File: src/design/nlt_pkg.sv
// Types and constants of the neighbor learning table.
// Used by the controller, the datapath, the top level and the checker.
package nlt_pkg;

	typedef enum logic [1:0] {
		OP_OBSERVE = 2'd0,
		OP_EXPIRE  = 2'd1,
		OP_LOOKUP  = 2'd2,
		OP_NONE    = 2'd3
	} op_t;

	typedef enum logic [1:0] {
		ST_OK        = 2'd0,
		ST_FULL      = 2'd1,
		ST_NOT_FOUND = 2'd2
	} status_t;

	typedef struct packed {
		logic        valid;
		logic [31:0] key;
		logic [47:0] last_heard;
		logic [47:0] created;
		logic [7:0]  rssi;
		logic [7:0]  snr;
		logic [2:0]  hops;
	} entry_t;

	localparam int ENTRY_W = $bits(entry_t);

	typedef struct packed {
		logic load;
		logic clr_wr;
		logic scan_rd;
		logic finish;
	} cmd_t;

	typedef struct packed {
		logic cnt_last;
	} stat_t;

endpackage

File: src/design/nlt_ctrl.sv
// Sequencer of the neighbor table: clearing pass, slot scan, result.
// Depends on nlt_pkg.
module nlt_ctrl (
	input  logic          clk,
	input  logic          arst_n,
	input  logic          start,
	input  logic [1:0]    opcode,
	input  nlt_pkg::stat_t st,
	output logic          busy,
	output logic          done,
	output nlt_pkg::cmd_t  cmd
);
	import nlt_pkg::*;

	typedef enum logic [2:0] {
		S_CLEAR,
		S_IDLE,
		S_SCAN,
		S_DRAIN,
		S_RESULT
	} state_t;

	state_t state_q;
	logic   done_q;

	always_ff @(posedge clk or negedge arst_n) begin
		if (!arst_n) begin
			state_q <= S_CLEAR;
			done_q  <= 1'b0;
		end else begin
			done_q <= (state_q == S_RESULT);
			unique case (state_q)
				S_CLEAR: begin
					if (st.cnt_last) state_q <= S_IDLE;
				end
				S_IDLE: begin
					if (start) state_q <= (opcode == OP_NONE) ? S_RESULT : S_SCAN;
				end
				S_SCAN: begin
					if (st.cnt_last) state_q <= S_DRAIN;
				end
				S_DRAIN:  state_q <= S_RESULT;
				S_RESULT: state_q <= S_IDLE;
				default:  state_q <= S_IDLE;
			endcase
		end
	end

	always_comb begin
		cmd.load    = (state_q == S_IDLE) && start;
		cmd.clr_wr  = (state_q == S_CLEAR);
		cmd.scan_rd = (state_q == S_SCAN);
		cmd.finish  = (state_q == S_RESULT);
	end

	assign busy = (state_q != S_IDLE);
	assign done = done_q;

endmodule

File: config.mk
export PLATFORM = sky130hd
export DESIGN_NAME = nlt_ctrl
export DESIGN_NICKNAME = d
export VERILOG_FILES = /design/src/design/nlt_pkg.sv /design/src/design/nlt_ctrl.sv
export SDC_FILE = /design/constraint.sdc
export NUM_CORES = 1
export LEC_CHECK = 0
export BUFFER_PORTS_ARGS = -buffer_cell sky130_fd_sc_hd__buf_4
export CAP_MARGIN = 0
export CORE_AREA = 2 2 39 41
export CTS_BUF_LIST = sky130_fd_sc_hd__clkbuf_2 sky130_fd_sc_hd__clkbuf_4 sky130_fd_sc_hd__clkbuf_8
export CTS_CLUSTER_SIZE = 30
export DETAILED_ROUTE_END_ITERATION = 16
export DIE_AREA = 0 0 41 43
export PLACE_DENSITY_LB_ADDON = 0.12
export SYNTH_ARGS = -nofsm -noshare
export SYNTH_HDL_FRONTEND = slang
export SYNTH_SLANG_ARGS = --single-unit
File: constraint.sdc
create_clock -name clk -period 2.66 [get_ports clk]
set_clock_uncertainty 0.15 [all_clocks]
set_input_delay 0.266 -clock clk [delete_from_list [all_inputs] [get_ports clk]]
set_output_delay 0.266 -clock clk [all_outputs]
set_load 0.03 [all_outputs]
### Word level (Yosys, flattened, before mapping)

Index checks and enable logic that the tools add are counted.

* input bits: 6
* output and inout port bits: 6
* register bits after elaboration: 4
* logic and storage cells: 19

* multiplexer cells: 5
* reduce and logical (&&, ||, !) cells: 3
* eq/ne operators: 9

Operators by type and width (count)
* $mux 3: 4
* $pmux 3 s4: 1
* $eq 3x2->1 const B: 2
* $ne 2x2->1 const B: 3
* $eq 3x1->1 const B: 1
* $eq 3x3->1 const B: 1
* $logic_not 3->1: 1
* $ne 3x1->1 const B: 1
* $reduce_and 3->1: 1
* $eq 2x2->1 const B: 1
* $logic_and 1x1->1: 1

### Longest topological paths before layout

* depth in word-level cells: 4
* depth in mapped cells: 2
* depth with buffers taken out: 2

### Worst setup path before layout

Ideal clock, no wire load.

* kind: flip-flop to output port
* start point: register state_q[0]
* end point: output cmd[1] in the netlist's numbering
* arrival time: 1233 ps
* slack: 1011 ps
* path buffers: 0
* data required time: 2244 ps
* stages on the path, launching flop included: 2
* path through: dfrtp_1 -> nor3b_1

RTL lines
* start: declaration: line nlt_ctrl.sv:23 `state_t state_q;`
* start signal: assignment: line nlt_ctrl.sv:37 `if (start) state_q <= (opcode == OP_NONE) ? S_RESULT : S_SCAN;`
* end: declaration: line nlt_ctrl.sv:11 `output nlt_pkg::cmd_t cmd`

### Final worst setup path

* start point: register state_q[1]
* end point: output busy

* word-level cells in the longest chain between the ends: 1

Ends and longest elaborated chain
* $ne 3x1->1: line nlt_ctrl.sv:56 `assign busy = (state_q != S_IDLE);`
* end: declaration: line nlt_ctrl.sv:9 `output logic busy,`

Every way passes these cells.

==> flow_metrics.env <==
export IMPL_start_kind="register"
export IMPL_grtUsageTotal_pct=7.36
export IMPL_grt_pass1_wl_um=807
export IMPL_cpMaxStageDelayCell="dfrtp_1"
export IMPL_period_needed_ns=1.63
export IMPL_cp_top_family="flip-flops"
export IMPL_ys_ff_latch=4
export IMPL_via_per_inst=3.94
export IMPL_rsz0062_at_grt="false"
export IMPL_dr_pass1_iters=4
export IMPL_syn_cell_area_um2=186
export IMPL_post_cts_buffers=0
export IMPL_clock_path_buffers=2
export IMPL_core_um2=1380
export IMPL_dr_total_vias=185
export IMPL_finalHoldViolations=0
export IMPL_ys_flop_type="dfrtp_1"
export IMPL_numCtsBuffers=3
export IMPL_cp_slowest_stage_delay_ns=0.42
export IMPL_min_delay_path_class="in2reg"
export IMPL_synth_top_area_share_pct=53.7
export IMPL_wl_per_cell_um=9.87
export IMPL_setup_violations=0
export IMPL_synth_seq_area_share_pct=53.7
export IMPL_die_area_um2=1760
export IMPL_final_area_um2=322
export IMPL_synth_area_leaders="dfrtp_1 (54%), nor3b_1 (12%), and4bb_2 (6.7%), a211o_1 (4.7%), a21o_2 (4.7%)"
export IMPL_worst_ir_drop_vdd_uv=188
export IMPL_antenna_found_initial=0
export IMPL_area_delta_synth_final_pct=72.5
export IMPL_maxSlewViolCount=0
export IMPL_yosysMostFrequentCell="dfrtp_1"
export IMPL_cap_violations=0
export IMPL_crit_chain="or3b_1 > buf_4"
export IMPL_postSynthAreaPerCell_um2=11.7
export IMPL_numPortBuffers=11
export IMPL_grt_max_degree=9
export IMPL_max_freq_mhz=613
export IMPL_end_kind="primary output"
export IMPL_status="finished, final reports clean"
export IMPL_gp_congestion=0.603
export IMPL_grt_pass1_vias=195
export IMPL_rows=14
export IMPL_powerDensity_nw_per_um2=1210
export IMPL_clkTransAtPathRegs_ns=0.04
export IMPL_yosysTopAreaCell="dfrtp_1"
export IMPL_synth_distinct_cells=11
export IMPL_slew_headroom_pct=81.2
export IMPL_postSynth_asyncResetShare_pct=100
export IMPL_totalWireLength_um=464
export IMPL_initial_core_util_pct=13.5
export IMPL_fin_nets=39
export IMPL_die_h_um=43
export IMPL_worstMarginPinSlew_ns=0.281
export IMPL_crit_buf_inv=1
export IMPL_drt_iter0_drc=3
export IMPL_synthesis_nets=22
export IMPL_worstSetupPathType="reg2out"
export IMPL_ant_nets=0
export IMPL_synth_common_cells="dfrtp_1 (4), nor3b_1 (3)"
export IMPL_synth_edf_count=0
export IMPL_gr_total_overflow=0
export IMPL_die_w_um=41
export IMPL_ios=12
export IMPL_synth_cells=16
export IMPL_setup_tns_ns=0
export IMPL_clock_sinks=4
export IMPL_drc=0
export IMPL_drive_gt1_share_pct=51.6
export IMPL_dpl_cell_area_um2=289
export IMPL_fin_crit_sh_pct=61.3
export IMPL_ys_warn_count=0
export IMPL_cts_tree="built"
export IMPL_htreeDepth=1
export IMPL_p_leak_nw=0.160
export IMPL_path_max_fanout=7
export IMPL_cts_root_buf="clkbuf_4"
export IMPL_arrival_ns=1.21
export IMPL_antennaDiodeCount=0
export IMPL_worstPathRequired_ns=2.24
export IMPL_insertion_delay_ns=0.23
==> per-layer routing <==
layer  part of all wire (%)  track usage, %  up-vias
met2                     51            9.69       11
met3                    8.6            3.14        2
met5                      0               0        -
met1                     37            7.82       82
li1                       -               -       90
met4                    3.4            8.00        0
==> layout by cell type (no fill, tap or decap) <==
cell           count
a31oi_1            1
a21o_2             1
nor3b_1            3
buf_4             11
nand2_1            1
nor2b_1            1
clkbuf_4           3
a211o_1            1
or3b_1             1
dlygate4sd3_1      1
and4bb_2           1
nor2_1             1
dfrtp_1            4
nor3_1             1
==> power breakdown <==
group          switching, mW  internal [mW]
Combinational          0.111         0.0896
Clock                 0.0244         0.0504
Sequential            0.0311         0.0834
Total                  0.166          0.223
==> logic make-up (layout without fill, tap and decap cells) <==
logic type | count (synthesis) | after routing | share of synthesized area (%)
flip-flops | 4 | 4 | 53.7
AND/OR/NAND/NOR | 9 | 9 | 33.6
buffers and inverters | 0 | 15 | 0
AO/OA/AOI/OAI | 3 | 3 | 12.8
==> flip-flops by register name, summed over array words and instances (netlist names) <==
signal   cells
state_q      3
done         1
==> worst min-delay path: stages <==
cell and delay, ns:
buf_4 0.11, nand2_1 0.05, a21o_2 0.11
==> cell type report <==
class / instances / area [um^2]
sequential: 4 / 100
multi-input combinational: 12 / 86.3
fill: 162 / 1060
clock buffer: 3 / 22.5
tap: 16 / 20.0
timing repair buffer: 12 / 92.6
==> stage by stage <==
stage | util (%) | power [mW] | setup WS [ns] | std cells | hold WS [ns]
floorplan | - | 0.241 | 1.01 | 16 | -0.180
global placement | 20.9 | 0.320 | 1.26 | 43 | -0.0836
detailed placement | 20.9 | 0.317 | 1.28 | 43 | -0.0852
CTS | 23.2 | 0.398 | 1.02 | 47 | 0.182
global route | 23.2 | 0.423 | 0.956 | 47 | 0.214
finish | 23.2 | 0.389 | 1.03 | 47 | 0.189
==> final timing paths <==
check | slack (ns) | to | start | cells past startpoint
worst max-delay path | 1.03 | busy | state_q[1] | 2
worst min-delay path | 0.19 | state_q[1] | opcode[1] | 3
worst max register to register | 1.51 | state_q[1] | state_q[0] | 2
worst min register to register | 0.39 | state_q[2] | state_q[2] | 1
max in group asynchronous | 2.05 | state_q[2] | arst_n | 2
min in group asynchronous | 0.21 | state_q[1] | arst_n | 2
==> repair_timing <==
| action | in CTS | in global routing |
|---|---|---|
| resized for setup | 0 | 0 |
| endpoints found under the hold margin | 4 | 0 |
| hold buffers | 1 | 0 |
Power figures use the tool's default switching activity.
